$ cat src/rtl/rn_pkg.sv
// Package with widths, command and status types and helpers of the rational normalizer.
package rn_pkg;

  localparam int DataWidth = 32;
  localparam int MagWidth  = DataWidth - 1;
  localparam int CntWidth  = $clog2(MagWidth);
  localparam int DivSteps  = MagWidth;
  localparam int InTdataW  = ((2 * DataWidth + 7) / 8) * 8;
  localparam int OutTdataW = ((DataWidth + MagWidth + 7) / 8) * 8;
  localparam int OutTuserW = 3;

  typedef enum logic [2:0] {
    ST_IDLE,
    ST_STRIP,
    ST_REDUCE,
    ST_DIVIDE,
    ST_FINISH
  } rn_state_e;

  // Commands from the controller to the datapath.
  typedef struct packed {
    logic load;
    logic strip;
    logic reduce;
    logic div_init;
    logic div_step;
    logic out_load;
  } rn_cmd_t;

  // Status from the datapath back to the controller.
  typedef struct packed {
    logic special;
    logic both_even;
    logic gcd_done;
  } rn_status_t;

  // Magnitude of a two's complement word, with the most negative value
  // saturated to the largest positive magnitude.
  function automatic logic [MagWidth-1:0] sat_mag(input logic [DataWidth-1:0] v);
    logic [DataWidth-1:0] abs_v;
    abs_v = v[DataWidth-1] ? (~v + DataWidth'(1)) : v;
    if (abs_v[DataWidth-1]) begin
      return '1;
    end
    return abs_v[MagWidth-1:0];
  endfunction

endpackage

$ cat src/rtl/rational_normalizer.sv
// Top level of the rational normalizer: reduces a signed fraction to lowest terms.
// Usage:
// One request on the slave stream carries a signed numerator and a signed
// denominator. The block moves the sign onto the numerator, divides both
// magnitudes by their greatest common divisor and sends one request on the
// master stream with the reduced fraction and finite, NaN and zero flags.
// A zero denominator yields +1/0, -1/0 or 0/0 (NaN); a zero numerator
// yields 0/1. The most negative input value is saturated by one.
// Sequencing: one request is worked on at a time. Zero cases go from
// acceptance through the strip state straight to the finish state. Other
// requests pass through loading, the binary GCD loop (common factors of
// two stripped, then one factor of two removed per step) and then the
// bit-serial divider, one quotient bit per step, before the finish state.
// A finished result sits in an output register, so a new request is
// accepted while the previous result waits for the receiver. When the
// receiver stalls, the result holds steady and the next one waits inside.
// Reset clears the state machine and the output valid flag at once; no
// request is pending afterwards.
module rational_normalizer (
  input  logic                          clk_i,
  input  logic                          rst_ni,
  input  logic                          s_axis_tvalid,
  output logic                          s_axis_tready,
  // tdata: [31:0] numerator_in, [63:32] denominator_in
  input  logic [rn_pkg::InTdataW-1:0]   s_axis_tdata,
  output logic                          m_axis_tvalid,
  input  logic                          m_axis_tready,
  // tdata: [31:0] numerator_out, [62:32] denominator_out, [63] zero fill
  output logic [rn_pkg::OutTdataW-1:0]  m_axis_tdata,
  // tuser: [0] is_finite, [1] is_nan, [2] is_zero
  output logic [rn_pkg::OutTuserW-1:0]  m_axis_tuser
);
  import rn_pkg::*;

  rn_cmd_t    cmd;
  rn_status_t status;

  // The controller sequences the load, GCD, division and output steps.
  rn_ctrl u_ctrl (
    .clk_i       (clk_i),
    .rst_ni      (rst_ni),
    .in_valid_i  (s_axis_tvalid),
    .in_ready_o  (s_axis_tready),
    .out_valid_o (m_axis_tvalid),
    .out_ready_i (m_axis_tready),
    .status_i    (status),
    .cmd_o       (cmd)
  );

  // The datapath holds all operands and the result register.
  rn_datapath u_datapath (
    .clk_i      (clk_i),
    .cmd_i      (cmd),
    .status_o   (status),
    .in_data_i  (s_axis_tdata),
    .out_data_o (m_axis_tdata),
    .out_user_o (m_axis_tuser)
  );

endmodule

$ cat src/rtl/rn_datapath.sv
// Datapath of the rational normalizer: operand registers, binary GCD, dividers, result register.
module rn_datapath (
  input  logic                          clk_i,
  input  rn_pkg::rn_cmd_t               cmd_i,
  output rn_pkg::rn_status_t            status_o,
  input  logic [rn_pkg::InTdataW-1:0]   in_data_i,
  output logic [rn_pkg::OutTdataW-1:0]  out_data_o,
  output logic [rn_pkg::OutTuserW-1:0]  out_user_o
);
  import rn_pkg::*;

  logic [DataWidth-1:0] num_raw, den_raw;
  logic [MagWidth-1:0]  nmag_q, dmag_q;
  logic                 neg_q;
  logic [MagWidth-1:0]  a_q, a_d, b_q, b_d;
  logic [CntWidth-1:0]  k_q, k_d;
  logic [MagWidth-1:0]  g_q;
  logic [MagWidth-1:0]  rem_n_q, rem_d_q, quo_n_q, quo_d_q;
  logic [MagWidth:0]    sh_n, sh_d;
  logic                 ge_n, ge_d;
  logic [MagWidth-1:0]  a_minus_b, b_minus_a;
  logic [MagWidth-1:0]  rn, rd;
  logic [DataWidth-1:0] num_field;
  logic [DataWidth-1:0] out_num_q;
  logic [MagWidth-1:0]  out_den_q;
  logic                 out_fin_q, out_nan_q, out_zero_q;
  logic                 n_zero, d_zero;

  assign num_raw = in_data_i[DataWidth-1:0];
  assign den_raw = in_data_i[2*DataWidth-1:DataWidth];

  assign n_zero = (nmag_q == '0);
  assign d_zero = (dmag_q == '0);

  assign status_o.special   = n_zero | d_zero;
  assign status_o.both_even = ~a_q[0] & ~b_q[0];
  assign status_o.gcd_done  = (a_q == b_q);

  assign a_minus_b = a_q - b_q;
  assign b_minus_a = b_q - a_q;

  // Binary GCD: strip common factors of two, then shift out single factors
  // of two or replace the larger odd operand by half the difference.
  always_comb begin
    a_d = a_q;
    b_d = b_q;
    k_d = k_q;
    if (cmd_i.load) begin
      a_d = sat_mag(num_raw);
      b_d = sat_mag(den_raw);
      k_d = '0;
    end else if (cmd_i.strip) begin
      a_d = a_q >> 1;
      b_d = b_q >> 1;
      k_d = k_q + CntWidth'(1);
    end else if (cmd_i.reduce) begin
      if (!a_q[0]) begin
        a_d = a_q >> 1;
      end else if (!b_q[0]) begin
        b_d = b_q >> 1;
      end else if (a_q > b_q) begin
        a_d = a_minus_b >> 1;
      end else begin
        b_d = b_minus_a >> 1;
      end
    end
  end

  // Restoring division of both magnitudes by the common divisor, one
  // quotient bit per cycle and operand.
  assign sh_n = {rem_n_q, quo_n_q[MagWidth-1]};
  assign sh_d = {rem_d_q, quo_d_q[MagWidth-1]};
  assign ge_n = (sh_n >= {1'b0, g_q});
  assign ge_d = (sh_d >= {1'b0, g_q});

  always_ff @(posedge clk_i) begin
    a_q <= a_d;
    b_q <= b_d;
    k_q <= k_d;
    if (cmd_i.load) begin
      nmag_q <= sat_mag(num_raw);
      dmag_q <= sat_mag(den_raw);
      neg_q  <= (num_raw[DataWidth-1] != den_raw[DataWidth-1]) && (num_raw != '0);
    end
    if (cmd_i.div_init) begin
      g_q     <= a_q << k_q;
      rem_n_q <= '0;
      rem_d_q <= '0;
      quo_n_q <= nmag_q;
      quo_d_q <= dmag_q;
    end else if (cmd_i.div_step) begin
      rem_n_q <= ge_n ? MagWidth'(sh_n - {1'b0, g_q}) : sh_n[MagWidth-1:0];
      rem_d_q <= ge_d ? MagWidth'(sh_d - {1'b0, g_q}) : sh_d[MagWidth-1:0];
      quo_n_q <= {quo_n_q[MagWidth-2:0], ge_n};
      quo_d_q <= {quo_d_q[MagWidth-2:0], ge_d};
    end
  end

  // A zero denominator gives a signed unit over zero, or NaN; a zero
  // numerator gives zero over one.
  always_comb begin
    if (d_zero) begin
      rn = n_zero ? '0 : MagWidth'(1);
      rd = '0;
    end else if (n_zero) begin
      rn = '0;
      rd = MagWidth'(1);
    end else begin
      rn = quo_n_q;
      rd = quo_d_q;
    end
    num_field = neg_q ? (~{1'b0, rn} + DataWidth'(1)) : {1'b0, rn};
  end

  always_ff @(posedge clk_i) begin
    if (cmd_i.out_load) begin
      out_num_q  <= num_field;
      out_den_q  <= rd;
      out_fin_q  <= (rd != '0);
      out_nan_q  <= (rn == '0) && (rd == '0);
      out_zero_q <= (rn == '0) && (rd != '0);
    end
  end

  assign out_data_o = OutTdataW'({out_den_q, out_num_q});
  assign out_user_o = {out_zero_q, out_nan_q, out_fin_q};

endmodule

$ cat src/rtl/rn_ctrl.sv
// Controller of the rational normalizer: sequencing state machine and output valid flag.
module rn_ctrl (
  input  logic               clk_i,
  input  logic               rst_ni,
  input  logic               in_valid_i,
  output logic               in_ready_o,
  output logic               out_valid_o,
  input  logic               out_ready_i,
  input  rn_pkg::rn_status_t status_i,
  output rn_pkg::rn_cmd_t    cmd_o
);
  import rn_pkg::*;

  rn_state_e           state_q, state_d;
  logic [CntWidth-1:0] cnt_q, cnt_d;
  logic                out_valid_q, out_valid_d;

  always_ff @(posedge clk_i or negedge rst_ni) begin
    if (!rst_ni) begin
      state_q     <= ST_IDLE;
      cnt_q       <= '0;
      out_valid_q <= 1'b0;
    end else begin
      state_q     <= state_d;
      cnt_q       <= cnt_d;
      out_valid_q <= out_valid_d;
    end
  end

  always_comb begin
    state_d     = state_q;
    cnt_d       = cnt_q;
    cmd_o       = '0;
    in_ready_o  = 1'b0;
    out_valid_d = out_valid_q & ~out_ready_i;
    unique case (state_q)
      ST_IDLE: begin
        in_ready_o = 1'b1;
        if (in_valid_i) begin
          cmd_o.load = 1'b1;
          state_d    = ST_STRIP;
        end
      end
      ST_STRIP: begin
        if (status_i.special) begin
          state_d = ST_FINISH;
        end else if (status_i.both_even) begin
          cmd_o.strip = 1'b1;
        end else begin
          state_d = ST_REDUCE;
        end
      end
      ST_REDUCE: begin
        if (status_i.gcd_done) begin
          cmd_o.div_init = 1'b1;
          cnt_d          = '0;
          state_d        = ST_DIVIDE;
        end else begin
          cmd_o.reduce = 1'b1;
        end
      end
      ST_DIVIDE: begin
        cmd_o.div_step = 1'b1;
        cnt_d          = cnt_q + CntWidth'(1);
        if (cnt_q == CntWidth'(DivSteps - 1)) begin
          state_d = ST_FINISH;
        end
      end
      ST_FINISH: begin
        if (!out_valid_q || out_ready_i) begin
          cmd_o.out_load = 1'b1;
          out_valid_d    = 1'b1;
          state_d        = ST_IDLE;
        end
      end
      default: begin
        state_d = ST_IDLE;
      end
    endcase
  end

  assign out_valid_o = out_valid_q;

endmodule

$ cat config.mk
export PLATFORM = sky130hd
export DESIGN_NAME = rational_normalizer
export DESIGN_NICKNAME = d
export VERILOG_FILES = /design/src/rtl/rn_pkg.sv /design/src/rtl/rational_normalizer.sv /design/src/rtl/rn_datapath.sv /design/src/rtl/rn_ctrl.sv
export SDC_FILE = /design/constraint.sdc
export NUM_CORES = 1
export LEC_CHECK = 0
export ABC_AREA = 1
export BUFFER_PORTS_ARGS = -buffer_cell sky130_fd_sc_hd__buf_2
export CORE_AREA = 2 2 210 233
export DETAILED_ROUTE_END_ITERATION = 8
export DIE_AREA = 0 0 212 235
export GPL_TIMING_DRIVEN = 0
export PLACE_DENSITY = 0.77
export SLEW_MARGIN = 40
export SYNTH_ARGS = -nofsm -noshare
export SYNTH_HDL_FRONTEND = slang
export SYNTH_SLANG_ARGS = --single-unit
$ cat constraint.sdc
create_clock -name clk_i -period 3.9 [get_ports clk_i]
set_input_delay 0 -clock clk_i [delete_from_list [all_inputs] [get_ports clk_i]]
set_output_delay 0 -clock clk_i [all_outputs]
set_load 0.005 [all_outputs]
Yosys cells after proc, flatten, opt, wreduce, memory -nomap -nowiden
Index checks and enable logic that the tools add are counted.
{ "totals": {"reg_bits": 360, "input_bits": 68, "wordCells": 137, "output_inout_bits": 69} }
{ "classes": {"magnitude_cmp": 3, "addsub": 9, "eq_ne": 15, "mux": 57, "shifts": 1, "n_reduce_logical": 21, "bitwise_logic": 9} }
{ "ops": {"columns": ["op", "n"], "rows": [
  ["$mux 31", 27],
  ["$logic_not 31->1", 4],
  ["$sub 31x31->31", 4],
  ["$add 32x1->32 const B", 3],
  ["$ge 32x31->1", 2],
  ["$mux 32", 2],
  ["$not 32->32", 2],
  ["$not 31->32", 1],
  ["$reduce_bool 32->1", 1],
  ["$eq 31x31->1", 1],
  ["$gt 31x31->1", 1],
  ["$reduce_bool 31->1", 1],
  ["$shl 31x5->31", 1],
  ["$mux 1", 18],
  ["$mux 3", 6],
  ["$pmux 3 s5", 1],
  ["$ne 4x4->1 const B", 3],
  ["$add 5x1->5 const B", 2],
  ["$pmux 5 s2", 1],
  ["$eq 3x2->1 const B", 2],
  ["$reduce_and 3->1", 2],
  ["$reduce_bool 3->1", 2],
  ["$eq 5x5->1 const B", 1],
  ["$mux 5", 1],
  ["other kinds (17)", 26]
]} }

Longest topological paths before layout
Gate-level depths: netlist of the first run.
{ "depth": {"depth_word": 7, "ltp_mapped": 19, "ltp_nobuf": 18} }

Cells and area by module
From an unflattened synthesis of the first run, not the netlist that was laid out.
{ "unflattened": {"hier_cells": 3724, "area_unflattened_um2": 26999.6} }
{ "by_module_without_submodules": {"columns": ["module", "cells_per_inst", "n_inst", "seq_area_each_um2", "area_per_inst_um2"], "rows": [
  ["rn_datapath", 3644, 1, 9869.5, 26409.1],
  ["rn_ctrl", 80, 1, 225.2, 590.6]
]} }

Worst setup path after synthesis of the first run
No wires, ideal clock.
{ "synth_path": {"path_kind": "register to register", "from": "register u_ctrl.state_q[1]", "to": "register u_datapath.out_den_q[0], enable pin", "synth_period_minus_slack_ns": 3.859, "setup_slack_ns": 0.041, "path_stages_with_launch": 4, "arrival_ns": 3.369, "required_ns": 3.410, "n_path_buf": 0, "setup_ns": 0.490, "cell_sequence": "dfrtp_1 inv_1 nand3_1 nor2_1"} }
{ "synth_rtl": {"columns": ["item", "line_no", "source"], "rows": [
  ["from (decl)", "rn_ctrl.sv:14", "rn_state_e state_q, state_d;"],
  ["from (signal assigned)", "rn_ctrl.sv:24", "state_q <= state_d;"],
  ["to (signal assigned)", "rn_datapath.sv:118", "out_den_q <= rd;"],
  ["to (decl)", "rn_datapath.sv:25", "logic [MagWidth-1:0] out_den_q;"]
]} }

Worst setup path after layout of the first run
{ "layout_path": {"from": "register u_datapath.a_q[2]", "to": "register u_datapath.b_q[24], enable pin"} }
{ "layout_via": {"elab_chain_len": 5, "word_cells_on_any_way": 7, "cone_classes": "order compare (1); eq/ne (2); mux (2); reduce/logical (2)"} }
{ "layout_rtl": {"columns": ["item", "line_no", "source"], "rows": [
  ["from (decl)", "rn_datapath.sv:15", "logic [MagWidth-1:0] a_q, a_d, b_q, b_d;"],
  ["from (signal assigned)", "rn_datapath.sv:77", "a_q <= a_d;"],
  ["branches (longest 4 deep; another with $gt 31x31->1)", null, null],
  ["$reduce_and 3->1 (no line) *", null, null],
  ["to (signal assigned)", "rn_datapath.sv:78", "b_q <= b_d;"],
  ["to (decl)", "rn_datapath.sv:15", null]
]} }
Mark *: on every way between the ends.
A chain may end at the register's enable or synchronous reset.

==> impl_results.rst, run 1 <==
.. list-table::
   :header-rows: 1

   * - Metric
     - Value
   * - Run status
     - finished, final reports clean
   * - Multi-input logic area
     - 14,600 um2
   * - Number of antenna violations at the first check in global routing
     - 3
   * - Origin of the critical flop-to-flop path
     - u_datapath.a_q[2]
   * - Sequential share of power
     - 25.4%
   * - Slew margin rel.
     - 38.9%
   * - Area of all sequential standard cells
     - 10,100 um2
   * - Critical path class
     - reg -> reg
   * - Reg clk slew, reported paths
     - 70 ps
   * - TritonCTS clock tree
     - yes
   * - Width of the chip
     - 212 um
   * - Worst Max-Slew Pin Slew
     - 917 ps
   * - Post-DRT Antenna Nets
     - 0
   * - Maximum number of pins on one net before global-route repair
     - 65
   * - Internal Power
     - 14.0 mW
   * - Peak ir drop on the vdd network
     - 899 uV
   * - Biggest area contributors in the synthesized netlist
     - edfxtp_1 32%, nand2_1 14%, ha_1 6.2%, nor2_1 5.8%, o21ai_0 5.6%
   * - EDFF count, synth
     - 284
   * - Cell Pwr Density
     - 950 nW/um2
   * - Yosys Warn Count
     - 0
   * - Initial DRT Pass Iterations
     - 6
   * - Stage delay of the slowest cell on the critical path
     - 480 ps
   * - Half-perimeter wire length after detailed placement
     - 80,200 um
   * - Maximum buffer depth of the clock tree
     - 3
   * - Max-cap violations
     - 0
   * - Count of cells resized by post-cts repair
     - 0
   * - Clock tree root driver cell
     - clkbuf_16
   * - Main synth FF type
     - edfxtp_1
   * - Switching component of the power
     - 15.0 mW
   * - Die Outline Area
     - 49,800 um2
   * - Number of failing hold endpoints at the final stage
     - 0
   * - FP Rows
     - 84
   * - Hold Startpoint
     - s_axis_tdata[16]
   * - Worst-path maximum fanout
     - 23
   * - Share of flip-flops with an asynchronous set or reset after synthesis
     - 2.50%
   * - Clock power frac
     - 13.8%
   * - Worst-case register-to-register setup slack
     - 370 ps
   * - End of the worst hold path
     - u_datapath.nmag_q[16]
   * - Worst-path cell with the longest stage delay
     - edfxtp_1
   * - Share of power burned in combinational logic
     - 60.7%
   * - Core occupancy in the finished layout
     - 64.2%
   * - Number of slew-limit violations in the final report
     - 0
   * - Height of the chip
     - 235 um
   * - Unrepaired setup endpoints after global routing
     - no
   * - Routed vias
     - 26.7k
   * - Synth unique cells
     - 60
   * - Skew-Pair Late Insertion Delay
     - 590 ps
   * - Setup-violating endpoint count in the final report
     - 0
   * - Non-Filler Instances
     - 4,621
   * - Average cell area after synthesis
     - 7.24 um2
   * - Vias per Instance
     - 5.77
   * - Setup TNS after final layout
     - 0 ps
   * - Mean routed wirelength per cell
     - 21.6 um
   * - Most instantiated library cell after synthesis
     - nand2_1
   * - Post-route minimum period
     - 3530 ps
   * - Synth-to-Final Area Change
     - 13.7%
   * - Switching share of power
     - 51.7%
   * - Most used standard cells in the synthesized netlist
     - 1,033 x nand2_1, 411 x nor2_1, 366 x inv_1
   * - Filler instances
     - 4,318
   * - Portion of synthesized cell area occupied by the leading cell type
     - 31.9%
   * - Maximum operating frequency
     - 284 MHz
   * - Synthesized cell area
     - 26,800 um2
   * - Residual DRC
     - 0
   * - FF+latch count, synth
     - 360
   * - Detailed Route Iter0 Violations
     - 2,477
   * - Number of cell instances on the worst register-to-register path
     - 13
   * - CP Data Required Time
     - 4190 ps
   * - Hold Path Class
     - in -> reg
   * - P_leak
     - 13.7 nW
   * - Net count after synthesis
     - 3,901
   * - Buffer count from post-CTS setup fixing
     - 0
   * - DP Cell Count
     - 4,483
   * - Crit start category
     - flip-flop
   * - Total wirelength of the detailed-routed design
     - 99,900 um
   * - Total of buffers placed on input and output ports
     - 135
   * - Initial Util
     - 56.5%
   * - Type of element capturing the critical path
     - flip-flop
   * - I/O pin count
     - 137
   * - Post-layout nets
     - 4,149
   * - Number of buffers added by the clock tree synthesis step
     - 39
   * - Vias in the first global route
     - 25.3k
   * - Cell count after synthesis
     - 3,697
   * - All-layer global routing usage
     - 39.7%
   * - Overflow left after global routing
     - 0
   * - Ordered list of cells on the worst path
     - ha_1 -> clkbuf_2 -> a21oi_1 -> o21ai_2 -> a21oi_2 -> o21ai_2 -> nand2_2 -> nand2_4 -> nand3_4 -> buf_6 -> nand3_1 -> nand2_2 -> buf_16
   * - Worst hold path stage count
     - 3
   * - Global-route wire length before repair
     - 148,000 um
   * - Cell accounting for the most synthesized area
     - edfxtp_1
   * - Worst path buffer plus inverter count
     - 3
   * - Count of hold buffers inserted by post-cts repair
     - 66
   * - Number of H-tree branching levels
     - 2
   * - Share of the yosys chip area belonging to registers
     - 37.7%
   * - Endpoint arrival time on the critical path
     - 3820 ps
   * - Power after layout
     - 28.9 mW
   * - Kind of cell adding the most delay to the critical path
     - compound AO/OA/AOI/OAI gates
   * - Number of sinks driven by the clock tree
     - 360
   * - Routability congestion estimate from global placement
     - 1.03
   * - Fraction of layout cells with a size suffix above 1
     - 9.69%
   * - Total core area
     - 47,400 um2
   * - CP Launch Point
     - u_datapath.a_q[2]
   * - Setup skew after layout
     - 47.4 ps
   * - Capture instance of the worst register-to-register path
     - u_datapath.b_q[24]
   * - Fraction of the cycle the final worst path needs
     - 90.4%
[layout by cell type (no fill, tap or decap), types with 10 or more instances in the layout]
cell type / n
edfxtp_1: 284
nor3_1: 32
o21ai_2: 11
nand2_2: 29
buf_1: 16
a21oi_2: 12
a21oi_1: 296
o21a_1: 12
xnor2_1: 50
o211ai_1: 32
clkbuf_16: 40
or2_2: 21
inv_1: 366
clkbuf_2: 10
nand4_1: 33
dfxtp_1: 67
nand3b_1: 21
o21ai_0: 299
xor2_1: 78
o21ai_1: 25
mux2i_1: 18
inv_2: 10
buf_2: 177
nand3_1: 175
nor2_1: 410
clkbuf_1: 56
nand2_1: 1031
nor2_2: 14
o41ai_1: 10
ha_1: 132
dlygate4sd3_1: 66
[routing by layer]
| layer | global-route usage (%) | wire (um) | vias to the layer above |
|---|---|---|---|
| li1 | - | - | 12800 |
| met1 | 47.5 | 37700 | 12300 |
| met3 | 5.87 | 7360 | 355 |
| met2 | 64.3 | 45900 | 1267 |
| met5 | 0 | 0 | - |
| met4 | 30.1 | 8980 | 0 |
[worst max-delay path by stage]
stage	depth (start not counted)	endpoint	slack [ps]
after floorplan	3	u_datapath.out_den_q[0]	40
after global placement	3	u_datapath.out_num_q[29]	-1540
after detailed placement	12	u_datapath.a_q[27]	470
after CTS	12	u_datapath.a_q[30]	460
after global routing	11	u_datapath.quo_d_q[8]	320
final	13	u_datapath.b_q[24]	370
[power groups by stage]
stage	logic, mW	clock network [mW]	registers [mW]
floorplan	11.7	0	6.85
global placement	16.7	0	7.41
detailed placement	17.0	0	7.36
CTS	17.2	4.00	7.29
global route	19.1	4.16	7.44
finish	17.6	4.00	7.36
[logic make-up (layout without fill, tap and decap cells)]
group                      after synthesis  after routing  synth area share (%)
AOI/OAI and AO/OA                      742            742                  15.2
xor gates and xnor gates               128            128                  4.19
adders and majority gates              136            136                  6.47
buffers and inverters                  512            789                  7.74
DFF                                    360            360                  37.7
muxes                                   18             18                 0.673
other                                    1              3                0.0140
and+or+nand+nor                       1800           1800                  28.0
[through the flow]
step / setup slack (ps) / hold slack (ps) / cell area, um2
after CTS: 463 / 13.2 / 30400
final: 374 / 42.6 / 30400
after global placement: -1540 / -90.9 / 28300
after floorplan: 41.1 / -296 / 26800
after detailed placement: 470 / -92.6 / 28400
after global routing: 316 / 68.1 / 30400
[registers in the layout (all words and copies together) (netlist names), 31 cells and up]
register and count:
u_datapath.b_q 31, u_datapath.quo_d_q 31, u_datapath.dmag_q 31, u_datapath.a_q 31
u_datapath.g_q 31, u_datapath.rem_d_q 31, u_datapath.nmag_q 31, u_datapath.out_den_q 31
u_datapath.quo_n_q 31, u_datapath.rem_n_q 31, u_datapath.out_num_q 32
[worst reg2reg max path: cells and delay by family, from the launching register on]
family          cells  cell delay (ps)
fa+ha+maj           1              320
buf+inv             3              570
compound gates      4             1090
flops               1              480
simple gates        5              790
[layout make-up]
class                      instances  area share, %
buffer                           135           2.20
inverter                         377           4.65
multi-input combinational       2825           48.1
antenna                            2         0.0164
tap                              645           2.65
timing repair buffer             207           4.85
clock inverter                    23           1.06
clock buffer                      47           3.37
sequential                       360           33.2
No activity file was read; power rests on OpenSTA's default activity.
==> run 2, diff against run 1 <==
==> constraint.sdc (replaced) <==
create_clock -name clk_i -period 3.9 [get_ports clk_i]
set_input_delay 0 -clock clk_i [delete_from_list [all_inputs] [get_ports clk_i]]
set_output_delay 0 -clock clk_i [all_outputs]
set_load 0.1 [all_outputs]
==> run 2 against run 1 <==
Non-clock buffer count is 6 lower. Die area stayed put. Clock skew is 29 ps lower. Utilization is 0.32 points lower. Critical path type unchanged. Critical endpoint is now u_datapath.a_q[30]. Highest routed layer is now met5.
==> impl_results.rst, run 2 (synthesis results as in run 1) <==
.. list-table::
   :header-rows: 1

   * - Metric
     - Value
   * - Number of failing hold endpoints at the final stage
     - 0 (unchanged)
   * - Post-DRT Antenna Nets
     - 0 (unchanged)
   * - Ordered list of cells on the worst path
     - ha_1 -> clkbuf_2 -> nand2_1 -> o21ai_2 -> a21oi_2 -> o21ai_2 -> nand2_2 -> nand2_4 -> nand2_1 -> a21oi_1 -> nand2_1 -> nand2_2
   * - Half-perimeter wire length after detailed placement
     - 77,700 um (-3.1%)
   * - Number of flip-flops under the largest register name
     - 32 (unchanged)
   * - Maximum number of pins on one net before global-route repair
     - 72 (+11%)
   * - Post-layout nets
     - 4,143 (-0.14%)
   * - Setup skew after layout
     - 18.4 ps (-29.0 ps)
   * - Critical path class
     - reg -> reg
   * - Kind of cell adding the most delay to the critical path
     - simple AND/OR/NAND/NOR gates
   * - Total of buffers placed on input and output ports
     - 135 (unchanged)
   * - Skew-Pair Late Insertion Delay
     - 570 ps (-20 ps)
   * - Worst-path cell with the longest stage delay
     - nand2_2
   * - Leading cell types in the layout, fill and taps excluded
     - 1,031 x nand2_1, 410 x nor2_1, 366 x inv_1, 300 x o21ai_0, 296 x a21oi_1
   * - Routability congestion estimate from global placement
     - 1.04 (+0.37%)
   * - Max-cap violations
     - 0 (unchanged)
   * - Initial Util
     - 56.5% (unchanged)
   * - Mean routed wirelength per cell
     - 20.8 um (-3.7%)
   * - Worst Max-Slew Pin Slew
     - 853 ps (-63.6 ps)
   * - Filler instances
     - 4,350 (+0.74%)
   * - Cell Pwr Density
     - 958 nW/um2 (+0.84%)
   * - TritonCTS clock tree
     - yes
   * - Routed vias
     - 26.3k (-1.3%)
   * - FP Rows
     - 84 (unchanged)
   * - Number of sinks driven by the clock tree
     - 360 (unchanged)
   * - Die Outline Area
     - 49,800 um2 (unchanged)
   * - Detailed Route Iter0 Violations
     - 2,538 (+2.5%)
   * - Hold Startpoint
     - s_axis_tdata[28]
   * - Fraction of layout cells with a size suffix above 1
     - 9.60% (-0.089 points)
   * - Commonest non-fill, non-tap cell in the layout
     - nand2_1
   * - Peak ir drop on the vdd network
     - 740 uV (-18%)
   * - Maximum buffer depth of the clock tree
     - 3 (unchanged)
   * - Setup-violating endpoint count in the final report
     - 0 (unchanged)
   * - Global-route wire length before repair
     - 143,000 um (-3.5%)
   * - Stage delay of the slowest cell on the critical path
     - 560 ps (+80 ps)
   * - I/O pin count
     - 137 (unchanged)
   * - Post-route minimum period
     - 3430 ps (-99.9 ps)
   * - Worst-case register-to-register setup slack
     - 470 ps (+100 ps)
   * - P_leak
     - 13.6 nW (-0.45%)
   * - Multi-input logic area
     - 14,600 um2 (unchanged)
   * - Overflow left after global routing
     - 0 (unchanged)
   * - Worst path buffer plus inverter count
     - 1 (-2)
   * - CP Launch Point
     - u_datapath.a_q[2]
   * - Hold Path Class
     - in -> reg
   * - Width of the chip
     - 212 um (unchanged)
   * - Worst hold slack
     - 12.7 ps (-29.9 ps)
   * - Unrepaired setup endpoints after global routing
     - no
   * - Register name with the most flops
     - u_datapath.out_num_q
   * - Initial DRT Pass Iterations
     - 9 (+3)
   * - Area of all sequential standard cells
     - 10,100 um2 (unchanged)
   * - Residual DRC
     - 0 (unchanged)
   * - Synth-to-Final Area Change
     - 13.2%
   * - Number of slew-limit violations in the final report
     - 0 (unchanged)
   * - Vias per Instance
     - 5.70 (-1.1%)
   * - Crit start category
     - flip-flop
   * - Number of H-tree branching levels
     - 2 (unchanged)
   * - Reg clk slew, reported paths
     - 60 ps (about the same)
   * - Place WS
     - 556 ps (+85.9 ps)
   * - Fin worst setup slack
     - 474 ps (+99.9 ps)
   * - Vias in the first global route
     - 25.0k (-1.5%)
   * - Number of buffers added by the clock tree synthesis step
     - 39 (unchanged)
   * - Run status
     - finished, final reports clean
   * - Number of antenna violations at the first check in global routing
     - 2 (-1)
   * - Most repeated library cell on the critical path
     - nand2_1
   * - All-layer global routing usage
     - 38.1% (-1.6 points)
   * - Worst-path maximum fanout
     - 30 (+30%)
   * - Height of the chip
     - 235 um (unchanged)
   * - Type of element capturing the critical path
     - flip-flop
   * - Total wirelength of the detailed-routed design
     - 96,100 um (-3.8%)
   * - Total core area
     - 47,400 um2 (unchanged)
   * - Endpoint arrival time on the critical path
     - 3610 ps (-210 ps)
   * - Count of cells resized by post-cts repair
     - 0 (unchanged)
   * - Maximum operating frequency
     - 292 MHz (+2.9%)
   * - Fraction of the cycle the final worst path needs
     - 87.8% (-2.6 points)
   * - CP Data Required Time
     - 4090 ps (-100 ps)
   * - Origin of the critical flop-to-flop path
     - u_datapath.a_q[2]
   * - Slew margin rel.
     - 43.1% (+4.2 points)
   * - Clock tree root driver cell
     - clkbuf_16
## run 2: cell count changes in the layout (fill, tap and decap cells not counted), moves of 2 or more
| cell | before | now |
|---|---|---|
| clkbuf_8 | 0 | 4 |
| clkinvlp_4 | 3 | 0 |
| clkinv_2 | 4 | 2 |
| clkinv_1 | 5 | 7 |
| inv_6 | 1 | 4 |
| dlygate4sd3_1 | 66 | 61 |
| bufinv_16 | 7 | 1 |
| clkbuf_1 | 56 | 58 |
| buf_8 | 2 | 0 |
## run 2: final timing paths
path,endpoint,cells past startpoint
max,u_datapath.a_q[30],12
min,u_datapath.nmag_q[28],5
max reg2reg,u_datapath.a_q[30],12
min reg2reg,u_datapath.rem_n_q[25],2
max in group asynchronous,u_ctrl.cnt_q[3],3
min in group asynchronous,u_ctrl.state_q[2],3
## run 2: per-layer routing
metal | GRT usage [%] | wire length, um | vias to the layer above
met1 | 46.0 | 36800 | 12100
met5 | 0 | 15 | -
met3 | 4.28 | 6270 | 277
li1 | - | - | 12800
met4 | 26.3 | 7710 | 2
met2 | 63.6 | 45300 | 1136
## run 2: stage by stage
stage	utilization (%)	setup TNS (ps)	std cells	power [mW]	area (um2)
floorplan	-	0	3697	19.1	26800
CTS	63.9	0	4614	28.6	30300
global route	63.9	0	4614	30.8	30300
finish	63.9	0	4615	29.0	30300
global placement	59.6	-23030	4477	24.6	28300
detailed placement	60.0	0	4482	24.8	28400
## run 2: layout make-up
cell class	count	area share, %
Clock inverter	18	0.500
Tap cell	645	2.66
Inverter	377	4.67
Sequential cell	360	33.3
Buffer	135	2.21
Antenna cell	1	0.00826
Multi-Input combinational cell	2825	48.3
Timing Repair Buffer	201	4.67
Clock buffer	53	3.67
## run 2: power breakdown
part | total, mW | switching (mW) | internal (mW)
clock | 3.70 | 1.61 | 2.09
combinational | 18.0 | 12.5 | 5.44
sequential | 7.37 | 1.24 | 6.13
## run 2: repair_timing
action,in CTS,in global routing
hold endpoints to repair,89,0
setup endpoints to repair,0,0
buffers inserted,0,0
hold buffers,61,0
## run 2: worst register-to-register path, stage by stage (launching register included)
cell and delay (ps):
edfxtp_1 460, ha_1 310, clkbuf_2 170, nand2_1 150
o21ai_2 320, a21oi_2 140, o21ai_2 330, nand2_2 110
nand2_4 150, nand2_1 130, a21oi_1 140, nand2_1 80
nand2_2 560
